## src/sv/hsl_to_rgb_converter_macros.svh

```systemverilog
// ----------------------------------------------------------------------------
// HSL to RGB converter assertion macros
// Shared concurrent assertion forms for the converter pipeline.
// ----------------------------------------------------------------------------
`ifndef HSL_TO_RGB_CONVERTER_MACROS_SVH
`define HSL_TO_RGB_CONVERTER_MACROS_SVH

// same-cycle implication, checked out of reset
`define HSL_ASSERT_IMPLY(label, clk, rst_n, ante, cons) \
	label: assert property (@(posedge clk) disable iff (!rst_n) (ante) |-> (cons)) \
		else $error("hsl_to_rgb_converter: implication failed");

// next-cycle implication, checked out of reset
`define HSL_ASSERT_NEXT(label, clk, rst_n, ante, cons) \
	label: assert property (@(posedge clk) disable iff (!rst_n) (ante) |=> (cons)) \
		else $error("hsl_to_rgb_converter: next-cycle check failed");

`endif

```

## src/sv/hsl_pkg.sv

```systemverilog
// ----------------------------------------------------------------------------
// HSL to RGB converter package
// Transfer payloads, stage payloads, sector codes and fixed-point constants.
// ----------------------------------------------------------------------------
`timescale 1ns / 1ps

package hsl_pkg;

	localparam logic [8:0]  FRAC_ONE    = 9'd256;
	localparam logic [14:0] HUE_FULL    = 15'd23040;
	localparam logic [14:0] HUE_SECTOR  = 15'd3840;
	localparam logic [14:0] HUE_PAIR    = 15'd7680;
	localparam logic [27:0] LIG_SCALE   = 28'd983040;
	localparam logic [27:0] CHROMA_FULL = 28'd3840;
	localparam logic [27:0] CHROMA_HALF = 28'd1920;

	typedef enum logic [2:0] {
		SEC_RY = 3'd0,
		SEC_YG = 3'd1,
		SEC_GC = 3'd2,
		SEC_CB = 3'd3,
		SEC_BM = 3'd4,
		SEC_MR = 3'd5
	} sector_t;

	typedef struct packed {
		logic [14:0] hue;
		logic [8:0]  saturation;
		logic [8:0]  lightness;
	} hsl_t;

	typedef struct packed {
		logic [7:0] red;
		logic [7:0] green;
		logic [7:0] blue;
	} rgb_t;

	typedef struct packed {
		logic [8:0]  lightness;
		logic [8:0]  saturation;
		logic [8:0]  span;
		logic [11:0] frac;
		sector_t     sector;
	} prep_t;

	typedef struct packed {
		logic [27:0] cc;
		logic [27:0] xx;
		logic [27:0] mm;
		sector_t     sector;
	} comp_t;

	typedef struct packed {
		logic s2;
		logic s3;
	} product_en_t;

	function automatic logic [7:0] scale_channel(logic [27:0] num);
		logic [31:0] prod;
		prod = {num, 4'b0000} + 32'(num);
		return prod[31:24];
	endfunction

endpackage

```

## src/sv/hsl_prep.sv

```systemverilog
// ----------------------------------------------------------------------------
// HSL prepare stage
// Clamps the fractions, wraps the hue, and forms chroma span, sector and
// secondary fraction; registers them as stage one.
// ----------------------------------------------------------------------------
`timescale 1ns / 1ps

module hsl_prep import hsl_pkg::*; (
	input  logic  clk,
	input  logic  en,
	input  hsl_t  hsl,
	output prep_t prep_s1
);

	logic [8:0]  sat_c;
	logic [8:0]  lig_c;
	logic [14:0] hue_w;
	logic [9:0]  two_l;
	logic [9:0]  lig_gap;
	logic [14:0] base;
	logic [12:0] hm;
	logic [11:0] hdist;
	sector_t     sector;
	prep_t       prep;

	always_comb begin
		sat_c = (hsl.saturation > FRAC_ONE) ? FRAC_ONE : hsl.saturation;
		lig_c = (hsl.lightness > FRAC_ONE) ? FRAC_ONE : hsl.lightness;
		hue_w = (hsl.hue >= HUE_FULL) ? (hsl.hue - HUE_FULL) : hsl.hue;
		two_l = {lig_c, 1'b0};
		lig_gap = (two_l >= 10'(FRAC_ONE)) ? (two_l - 10'(FRAC_ONE))
			: (10'(FRAC_ONE) - two_l);

		if (hue_w < HUE_SECTOR) begin
			sector = SEC_RY;
		end else if (hue_w < HUE_PAIR) begin
			sector = SEC_YG;
		end else if (hue_w < 15'(HUE_PAIR + HUE_SECTOR)) begin
			sector = SEC_GC;
		end else if (hue_w < 15'(2 * HUE_PAIR)) begin
			sector = SEC_CB;
		end else if (hue_w < 15'(2 * HUE_PAIR + HUE_SECTOR)) begin
			sector = SEC_BM;
		end else begin
			sector = SEC_MR;
		end

		if (hue_w < HUE_PAIR) begin
			base = '0;
		end else if (hue_w < 15'(2 * HUE_PAIR)) begin
			base = HUE_PAIR;
		end else begin
			base = 15'(2 * HUE_PAIR);
		end
		hm = 13'(hue_w - base);
		hdist = (hm >= 13'(HUE_SECTOR)) ? 12'(hm - 13'(HUE_SECTOR))
			: 12'(13'(HUE_SECTOR) - hm);

		prep.lightness  = lig_c;
		prep.saturation = sat_c;
		prep.span       = 9'(10'(FRAC_ONE) - lig_gap);
		prep.frac       = 12'(HUE_SECTOR) - hdist;
		prep.sector     = sector;
	end

	always_ff @(posedge clk) begin
		if (en) begin
			prep_s1 <= prep;
		end
	end

endmodule

```

## src/sv/hsl_product.sv

```systemverilog
// ----------------------------------------------------------------------------
// HSL product stages
// Stage two forms chroma; stage three forms the chroma, secondary and offset
// terms over the common denominator.
// ----------------------------------------------------------------------------
`timescale 1ns / 1ps

module hsl_product import hsl_pkg::*; (
	input  logic        clk,
	input  product_en_t en,
	input  prep_t       prep_s1,
	output comp_t       comp_s3
);

	logic [16:0] chroma_s2;
	logic [8:0]  lig_s2;
	logic [11:0] frac_s2;
	sector_t     sector_s2;
	logic [16:0] chroma_full;
	comp_t       comp;

	assign chroma_full = prep_s1.span * prep_s1.saturation;

	always_ff @(posedge clk) begin
		if (en.s2) begin
			chroma_s2 <= chroma_full;
			lig_s2    <= prep_s1.lightness;
			frac_s2   <= prep_s1.frac;
			sector_s2 <= prep_s1.sector;
		end
	end

	always_comb begin
		comp.cc     = 28'(chroma_s2) * CHROMA_FULL;
		comp.xx     = 28'(chroma_s2) * 28'(frac_s2);
		comp.mm     = 28'(lig_s2) * LIG_SCALE - 28'(chroma_s2) * CHROMA_HALF;
		comp.sector = sector_s2;
	end

	always_ff @(posedge clk) begin
		if (en.s3) begin
			comp_s3 <= comp;
		end
	end

endmodule

```

## src/sv/hsl_mix.sv

```systemverilog
// ----------------------------------------------------------------------------
// HSL mix stage
// Places chroma and secondary by sector, adds the offset and scales each
// channel by 255 over the denominator into the output register.
// ----------------------------------------------------------------------------
`timescale 1ns / 1ps

module hsl_mix import hsl_pkg::*; (
	input  logic  clk,
	input  logic  en,
	input  comp_t comp_s3,
	output rgb_t  rgb_s4
);

	logic [27:0] r_num;
	logic [27:0] g_num;
	logic [27:0] b_num;
	rgb_t        rgb;

	always_comb begin
		case (comp_s3.sector)
			SEC_RY: begin
				r_num = comp_s3.cc;
				g_num = comp_s3.xx;
				b_num = '0;
			end
			SEC_YG: begin
				r_num = comp_s3.xx;
				g_num = comp_s3.cc;
				b_num = '0;
			end
			SEC_GC: begin
				r_num = '0;
				g_num = comp_s3.cc;
				b_num = comp_s3.xx;
			end
			SEC_CB: begin
				r_num = '0;
				g_num = comp_s3.xx;
				b_num = comp_s3.cc;
			end
			SEC_BM: begin
				r_num = comp_s3.xx;
				g_num = '0;
				b_num = comp_s3.cc;
			end
			default: begin
				r_num = comp_s3.cc;
				g_num = '0;
				b_num = comp_s3.xx;
			end
		endcase
		rgb.red   = scale_channel(r_num + comp_s3.mm);
		rgb.green = scale_channel(g_num + comp_s3.mm);
		rgb.blue  = scale_channel(b_num + comp_s3.mm);
	end

	always_ff @(posedge clk) begin
		if (en) begin
			rgb_s4 <= rgb;
		end
	end

endmodule

```

## src/sv/hsl_to_rgb_converter.sv

```systemverilog
// ----------------------------------------------------------------------------
// HSL to RGB converter
// Four-stage pipeline from a Q9.6 hue and Q1.8 saturation and lightness to
// an 8-bit red, green and blue triple.
// ----------------------------------------------------------------------------
// Usage:
//   Input channel hsl_valid / hsl_stall / hsl carries one pixel per transfer.
//   Output channel rgb_valid / rgb_stall / rgb carries one color per transfer.
//   A transfer happens at a rising edge with valid high and stall low.
//   A pixel taken moves through prep_s1, chroma_s2, comp_s3 and rgb_s4 to rgb.
//   Throughput: one pixel per cycle while rgb_stall is low; each of the four
//   register stages (prepare, chroma multiply, term multiply, mix and scale)
//   takes a new pixel every cycle unless a stall holds it.
//   Every stage holds its own valid bit; a stage loads when it is empty or
//   when the stage after it advances, so bubbles close up.
//   While rgb_stall is high a full output register holds; hsl_stall rises only
//   when all four stages hold a pixel.
//   Reset (arst_n low) clears every valid bit at once; no pixel is kept.
// ----------------------------------------------------------------------------
`timescale 1ns / 1ps
`include "hsl_to_rgb_converter_macros.svh"

module hsl_to_rgb_converter import hsl_pkg::*; (
	input  logic clk,
	input  logic arst_n,
	input  logic hsl_valid,
	output logic hsl_stall,
	input  hsl_t hsl,
	output logic rgb_valid,
	input  logic rgb_stall,
	output rgb_t rgb
);

	logic        valid_s1;
	logic        valid_s2;
	logic        valid_s3;
	logic        valid_s4;
	logic        ready_s1;
	logic        ready_s2;
	logic        ready_s3;
	logic        ready_s4;
	prep_t       prep_s1;
	comp_t       comp_s3;
	rgb_t        rgb_s4;
	product_en_t product_en;

	assign ready_s4 = !valid_s4 || !rgb_stall;
	assign ready_s3 = !valid_s3 || ready_s4;
	assign ready_s2 = !valid_s2 || ready_s3;
	assign ready_s1 = !valid_s1 || ready_s2;

	assign product_en.s2 = ready_s2 && valid_s1;
	assign product_en.s3 = ready_s3 && valid_s2;

	always_ff @(posedge clk or negedge arst_n) begin
		if (!arst_n) begin
			valid_s1 <= 1'b0;
			valid_s2 <= 1'b0;
			valid_s3 <= 1'b0;
			valid_s4 <= 1'b0;
		end else begin
			if (ready_s1) begin
				valid_s1 <= hsl_valid;
			end
			if (ready_s2) begin
				valid_s2 <= valid_s1;
			end
			if (ready_s3) begin
				valid_s3 <= valid_s2;
			end
			if (ready_s4) begin
				valid_s4 <= valid_s3;
			end
		end
	end

	hsl_prep u_prep (
		.clk     (clk),
		.en      (ready_s1 && hsl_valid),
		.hsl     (hsl),
		.prep_s1 (prep_s1)
	);

	hsl_product u_product (
		.clk     (clk),
		.en      (product_en),
		.prep_s1 (prep_s1),
		.comp_s3 (comp_s3)
	);

	hsl_mix u_mix (
		.clk     (clk),
		.en      (ready_s4 && valid_s3),
		.comp_s3 (comp_s3),
		.rgb_s4  (rgb_s4)
	);

	assign hsl_stall = !ready_s1;
	assign rgb_valid = valid_s4;
	assign rgb       = rgb_s4;

	`HSL_ASSERT_NEXT(a_accept_fills_s1, clk, arst_n, hsl_valid && !hsl_stall, valid_s1)
	`HSL_ASSERT_NEXT(a_blocked_s2_holds, clk, arst_n, valid_s2 && !ready_s3, valid_s2)
	`HSL_ASSERT_IMPLY(a_stall_when_full, clk, arst_n, hsl_stall,
		valid_s1 && valid_s2 && valid_s3 && valid_s4 && rgb_stall)
	`HSL_ASSERT_NEXT(a_out_moves_on_s3, clk, arst_n, valid_s3 && !(valid_s4 && rgb_stall), rgb_valid)

endmodule

```

## config.mk

```make
export PLATFORM = sky130hd
export DESIGN_NAME = hsl_to_rgb_converter
export DESIGN_NICKNAME = d
export VERILOG_FILES = /design/src/sv/hsl_pkg.sv /design/src/sv/hsl_prep.sv /design/src/sv/hsl_product.sv /design/src/sv/hsl_mix.sv /design/src/sv/hsl_to_rgb_converter.sv
export VERILOG_INCLUDE_DIRS = /design/src /design/src/sv
export SDC_FILE = /design/constraint.sdc
export NUM_CORES = 1
export LEC_CHECK = 0
export ABC_AREA = 1
export BUFFER_PORTS_ARGS = -buffer_cell sky130_fd_sc_hd__buf_2
export CORE_ASPECT_RATIO = 1.25
export CORE_UTILIZATION = 40
export CTS_BUF_LIST = sky130_fd_sc_hd__clkbuf_4
export DETAILED_ROUTE_END_ITERATION = 10
export PLACE_DENSITY = 0.63
export SYNTH_ARGS = -nofsm -noshare
export SYNTH_HDL_FRONTEND = slang
export SYNTH_SLANG_ARGS = --single-unit
```

## constraint.sdc

```tcl
create_clock -name clk -period 6.43 [get_ports clk]
set_input_delay 0.643 -clock clk [delete_from_list [all_inputs] [get_ports clk]]
set_output_delay 0.643 -clock clk [all_outputs]
set_load 0.01 [all_outputs]
```

==> run_results.csv, run 1 <==
group,metric,value,unit
final_layout,nets,3476,
synthesis,synth-seq-cells,176,
timing,clock_skew,0.0357,ns
clock_tree,cts-root-buf,"clkbuf_4",
final_layout,area_growth,6.82,%
synthesis,syn_inst,2881,
hold_path,hold_path_class,"input pin to flip-flop",
setup_path,cp-startpoint,"u_product.chroma_s2[4]$_DFFE_PP_",
timing,setup_viol,0,
floorplan,coreArea,58600,um^2
final_layout,drive_gt1_frac,0.0608,
synthesis,ys.flop_type,"edfxtp_1",
placement,pre_cts_slack,0.574,ns
setup_path,path_max_fanout,11,
floorplan,rows,99,
synthesis,synth_top_area_share,0.217,
timing,fin_crit,5.86,ns
timing,period_share,0.911,
setup_path,cp.arrival,6.41,ns
synthesis,ys_seq_area_frac,0.221,
placement,hpwl,48.8,mm
route,drt-initial-drc-count,854,
synthesis,avgSynthCellArea,8.25,um^2
timing,tightest_slew,0.860,ns
setup_path,critPathSlowestCell,"edfxtp_1",
setup_path,r2r_end,"u_product.comp_s3[57]$_DFFE_PP_",
clock_tree,cts_buffer_depth,2,
placement,port_buffers,62,
setup_path,r2r-start,"u_product.chroma_s2[4]$_DFFE_PP_",
final_layout,fin_cells,3703,
placement,gp_congestion,0.996,
global_route,grt_max_degree,69,
route,drt_pass1_iterations,5,
floorplan,pin_count,63,
floorplan,die_w,220,um
hold_path,min_from,"hsl_valid",
setup_path,crit_end,"u_product.comp_s3[57]$_DFFE_PP_",
timing,worst_slack,0.573,ns
timing,slew_headroom,0.423,
synthesis,synth.most_common_cell,"inv_1",
route,viasPerCell,4.97,
synthesis,synth_warnings,0,
synthesis,async_flop_share,0.0227,
synthesis,synth_cell_type_count,53,
setup_path,ff2ff_path_depth,20,
setup_path,rrSetupSlack,0.57,ns
synthesis,synth_top_area_cell,"edfxtp_1",
timing,hold_viol,0,
global_route,grt_pass1_vias,18600,
synthesis,synth_common_cells,"inv_1, nand2_1, ha_1",
setup_path,cp-start-kind,"flip-flop",
clock_tree,cts_buffers,17,
placement,placed_cells_incl_taps,3667,
route,drc,0,
global_route,antenna_found_initial,1,
setup_path,cpMostUsedCell,"fa_1",
clock_tree,postCtsSetupBuffers,0,
final_layout,final_area,25400,um^2
synthesis,syn_nets,3426,
timing,rsz0062_at_grt,"no",
final_layout,fillerInstances,5887,
clock_tree,clk_pin_slew_worst_paths,0.18,ns
floorplan,fp.dieH,275,um
setup_path,max_stage_delay,0.57,ns
floorplan,design.die.area,60400,um^2
clock_tree,cts_max_level,4,
flow_run,drv_cap,0,
status,status,"completed",
route,routed_wl,58.0,mm
placement,dpl-instance-area,25100,um^2
synthesis,synth_area_leaders,"edfxtp_1, fa_1, ha_1",
floorplan,start_util,0.406,
synthesis,synth_area,23800,um^2
setup_path,cp.required,6.98,ns
clock_tree,cts.sinks,176,
setup_path,path_cells,"buf_4 -> nand2_1 -> inv_1 -> fa_1 -> fa_1 -> fa_1 -> fa_1 -> inv_1 -> fa_1 -> inv_1 -> ha_1 -> nand2_1 -> o21ai_0 -> o21bai_1 -> a21oi_1 -> o21ai_0 -> a21boi_0 -> o21ai_0 -> a21oi_1 -> xor2_1",
timing,fmax,171,MHz
clock_tree,clk_latency,0.79,ns
global_route,grt_first_pass_wirelength,94.6,mm
global_route,overflow,0,
setup_path,cp-end-kind,"flip-flop",
route,drtAntennaViolNets,0,
setup_path,critPathKind,"flip-flop to flip-flop",
timing,tns,0,ns
synthesis,synth_edf_count,172,
route,wl_per_cell,15.7,um
route,dr_total_vias,18400,
global_route,grtUsageTotal,0.202,
clock_tree,cts_tree,"done",
timing,maxSlewViolCount,0,
cell type report:
class | count | area [um^2] | area share
multi-input cells | 2013 | 15900 | 0.627
flip-flops and latches | 176 | 5270 | 0.207
inverters | 622 | 2330 | 0.0919
well taps | 757 | 947 | 0.0373
repair buffers | 101 | 608 | 0.0239
clock inverters | 15 | 191 | 0.00754
clock buffers | 17 | 128 | 0.00502
diodes | 2 | 5.00 | 0.000197
logic make-up (layout without fill, tap and decap cells):
kind of cell | after synthesis | count (layout) | share of synthesized area
AOI/OAI and AO/OA | 409 | 409 | 0.0980
xor gates and xnor gates | 186 | 186 | 0.0691
adders and majority gates | 508 | 508 | 0.340
buffers and inverters | 692 | 755 | 0.110
DFF | 176 | 176 | 0.221
other | 0 | 2 | 0
and+or+nand+nor | 910 | 910 | 0.162
worst max-delay path, delay by kind of cell, from the launching register on:
family | cells | cell delay (ns)
fa+ha+maj | 6 | 2.95
compound gates | 7 | 1.41
flops | 1 | 0.57
buf+inv | 4 | 0.39
xor+xnor | 1 | 0.15
simple gates | 2 | 0.14
registers in the layout, indices dropped and copies added, names as in the netlist, 3 cells and up:
name / cells
u_product.lig_s2: 9
u_mix.rgb_s4: 24
u_product.frac_s2: 12
u_product.comp_s3: 68
u_product.chroma_s2: 16
u_prep.prep_s1: 40
u_product.sector_s2: 3
per-layer routing:
layer	routed length (um)	vias up	track usage
met3	1880	102	0.0253
li1	-	9270	-
met1	23800	8687	0.230
met2	29900	353	0.371
met5	0	-	0
met4	2520	0	0.0989
per-stage QoR:
stage / hold WS [ns] / util
final: 0.0957 / 0.434
after global placement: 0.400 / 0.428
after global routing: 0.0767 / 0.433
after CTS: 0.0191 / 0.433
after detailed placement: 0.406 / 0.428
after floorplan: 0.347 / -
cells in the final DEF, fill, tap and decap left out, drive strengths merged, types with 2 or more instances in the layout:
master / synthesis / final
o21ai: 86 / 86
clkbuf: 68 / 17
o221ai: 3 / 3
o41ai: 2 / 2
a21boi: 8 / 8
nor3: 23 / 23
inv: 619 / 626
xnor2: 62 / 62
edfxtp: 172 / 172
nand3b: 6 / 6
nand3: 72 / 72
nand2: 613 / 613
o2111ai: 2 / 2
a221oi: 3 / 3
ha: 279 / 279
nand4: 29 / 29
o21bai: 9 / 9
o31ai: 2 / 2
o211ai: 4 / 4
buf: 2 / 99
nor2: 152 / 152
a31oi: 14 / 14
or2: 6 / 6
diode: 0 / 2
dlygate4sd3: 0 / 2
o22ai: 57 / 57
a211oi: 9 / 9
fa: 229 / 229
a21o: 14 / 14
clkinv: 3 / 9
dfrtp: 4 / 4
a21oi: 188 / 188
o21a: 6 / 6
xor2: 124 / 124
nor4: 6 / 6
worst min path at each step:
stage / cells after the start / end
after global placement: 0 / u_product.frac_s2[0]$_DFFE_PP_
after global routing: 3 / rgb_valid$_DFFE_PN0P_
final: 3 / valid_s1$_DFFE_PN0N_
after detailed placement: 0 / u_product.frac_s2[0]$_DFFE_PP_
after floorplan: 0 / rgb_valid$_DFFE_PN0P_
after CTS: 3 / valid_s1$_DFFE_PN0N_
repair_timing:
item	4_1_cts	5_1_grt
endpoints found under the hold margin	5	0
resized for setup	0	0
hold buffers	2	0
Power of run 1 is left out: the tool's default activity adds up to more than one toggle a clock period on the data nets, which glitch-free logic cannot reach.
==> run 2, diff against run 1 <==
- CORE_ASPECT_RATIO: 1.25 -> 0.6
==> run 2 against run 1 <==
Net effect:
- core utilization increased by 0.56 points
- worst setup slack got worse by 0.13 ns
- count of clock-buffer cells in the layout unchanged
- die area about the same
- clock skew about the same
- flip-flop and latch count unchanged
- first-iteration DRC count increased by 75%
- via count increased by 0.51%
- design area increased by 0.47%
- highest routed layer unchanged
==> run_results.csv, run 2 (synthesis gave the netlist of run 1 again) <==
group,metric,value,unit
global_route,grt_pass1_vias,17800,
clock_tree,cts.sinks,176,
floorplan,rows,68,
final_layout,largest_register,"u_product.comp_s3",
floorplan,coreArea,58100,um^2
route,drt-initial-drc-count,1492,
clock_tree,cts-root-buf,"clkbuf_4",
hold_path,min_from,"hsl[17]",
setup_path,cp-startpoint,"u_product.chroma_s2[9]$_DFFE_PP_",
route,dr_total_vias,18500,
timing,tns,0,ns
setup_path,cp-start-kind,"flip-flop",
route,drt_pass1_iterations,6,
route,drc,0,
final_layout,final_cell_mix,"inv_1, nand2_1, ha_1",
global_route,grt_first_pass_wirelength,95.2,mm
setup_path,r2r_end,"u_product.comp_s3[57]$_DFFE_PP_",
hold_path,hold_depth,1,
placement,port_buffers,62,
floorplan,design.die.area,60500,um^2
setup_path,cp.required,6.87,ns
clock_tree,cts_buffer_depth,2,
floorplan,pin_count,63,
timing,maxSlewViolCount,0,
route,routed_wl,58.2,mm
global_route,grt_max_degree,69,
setup_path,critPathKind,"flip-flop to flip-flop",
timing,fin_crit,5.99,ns
placement,hpwl,48.9,mm
clock_tree,cts_tree,"done",
floorplan,start_util,0.409,
clock_tree,cts_max_level,4,
timing,period_share,0.932,
hold_path,hold_path_class,"input pin to flip-flop",
setup_path,ff2ff_path_depth,19,
timing,fmax,167,MHz
timing,setup_viol,0,
timing,rsz0062_at_grt,"no",
route,wl_per_cell,15.6,um
placement,dpl-instance-area,25100,um^2
final_layout,largest_reg_flops,68,
timing,clock_skew,0.0353,ns
route,viasPerCell,4.97,
setup_path,cp-end-kind,"flip-flop",
timing,tightest_slew,1.02,ns
route,drtAntennaViolNets,0,
timing,slew_headroom,0.309,
global_route,overflow,0,
clock_tree,clk_latency,0.67,ns
flow_run,drv_cap,0,
setup_path,rrSetupSlack,0.44,ns
final_layout,reg.largest.list,"u_product.comp_s3: 68 flops, u_prep.prep_s1: 40 flops, u_mix.rgb_s4: 24 flops",
setup_path,cp.arrival,6.43,ns
floorplan,fp.dieH,191,um
setup_path,path_max_fanout,11,
final_layout,final_common_cell,"inv_1",
status,status,"completed",
placement,gp_congestion,0.983,
global_route,grtUsageTotal,0.201,
clock_tree,cts_buffers,17,
clock_tree,cts_resized,0,
final_layout,nets,3487,
final_layout,drive_gt1_frac,0.0650,
floorplan,die_w,317,um
clock_tree,clk_pin_slew_worst_paths,0.19,ns
final_layout,final_area,25500,um^2
setup_path,r2r-start,"u_product.chroma_s2[9]$_DFFE_PP_",
timing,hold_viol,0,
final_layout,area_growth,7.32,%
hold_path,hold_path_end,"u_prep.prep_s1[32]$_SDFFCE_PN1P_",
global_route,antenna_found_initial,2,
[run 2: cell count changes in the layout (fill, tap and decap cells not counted), moves of 2 or more]
cell | before | now
buf_4 | 37 | 47
clkinv_4 | 0 | 3
inv_6 | 4 | 2
buf_12 | 0 | 2
[run 2: through the flow]
stage | setup WS [ns] | instances | utilization | hold slack (ns)
global route | 0.0276 | 3727 | 0.439 | 0.121
CTS | 0.299 | 3714 | 0.437 | 0.127
floorplan | 0.810 | 2881 | - | 0.347
detailed placement | 0.318 | 3681 | 0.432 | 0.405
global placement | 0.457 | 3681 | 0.432 | 0.401
finish | 0.439 | 3727 | 0.439 | 0.189
[run 2: layer usage]
metal,GRT usage,up-vias,wire (um),part of all wire
met5,0,-,0,0
met4,0.0250,0,365,0.0063
met3,0.0513,29,5140,0.088
met2,0.267,561,21600,0.37
met1,0.324,8621,31100,0.53
li1,-,9294,-,-
[run 2: cell type report]
class,instances,area [um^2]
clock buffers,17,128
well taps,770,963
repair buffers,112,713
fillers,5808,32600
clock inverters,15,189
inverters,622,2330
flip-flops and latches,176,5270
diodes,2,5.00
multi-input cells,2013,15900
[run 2: timing repair]
item	4_1_cts	5_1_grt
endpoints found under the hold margin	4	0
hold buffers	1	0
endpoints found under the setup margin	0	1
setup buffers	0	11
[run 2: worst max path at each step]
stage | endpoint | slack [ns] | cells past startpoint
2_1_floorplan | u_product.comp_s3[57]$_DFFE_PP_ | 0.81 | 21
5_1_grt | u_product.comp_s3[57]$_DFFE_PP_ | 0.03 | 18
6_report | u_product.comp_s3[57]$_DFFE_PP_ | 0.44 | 19
3_5_place_dp | u_product.comp_s3[57]$_DFFE_PP_ | 0.32 | 18
4_1_cts | u_product.comp_s3[57]$_DFFE_PP_ | 0.30 | 18
3_3_place_gp | u_product.comp_s3[57]$_DFFE_PP_ | 0.46 | 19
[run 2: worst max-delay path: stages (launching register included)]
cell and delay (ns):
edfxtp_1 0.59, buf_4 0.27, nand2_1 0.08, inv_1 0.06, fa_1 0.58, fa_1 0.45
fa_1 0.52, fa_1 0.55, inv_1 0.06, fa_1 0.54, inv_1 0.05, ha_1 0.36
a21oi_1 0.22, o21ai_0 0.10, a21oi_1 0.31, o21ai_0 0.22, a21boi_0 0.34, o21ai_0 0.19
a21oi_1 0.19, xor2_1 0.09
Power of run 2 is left out for the same reason.
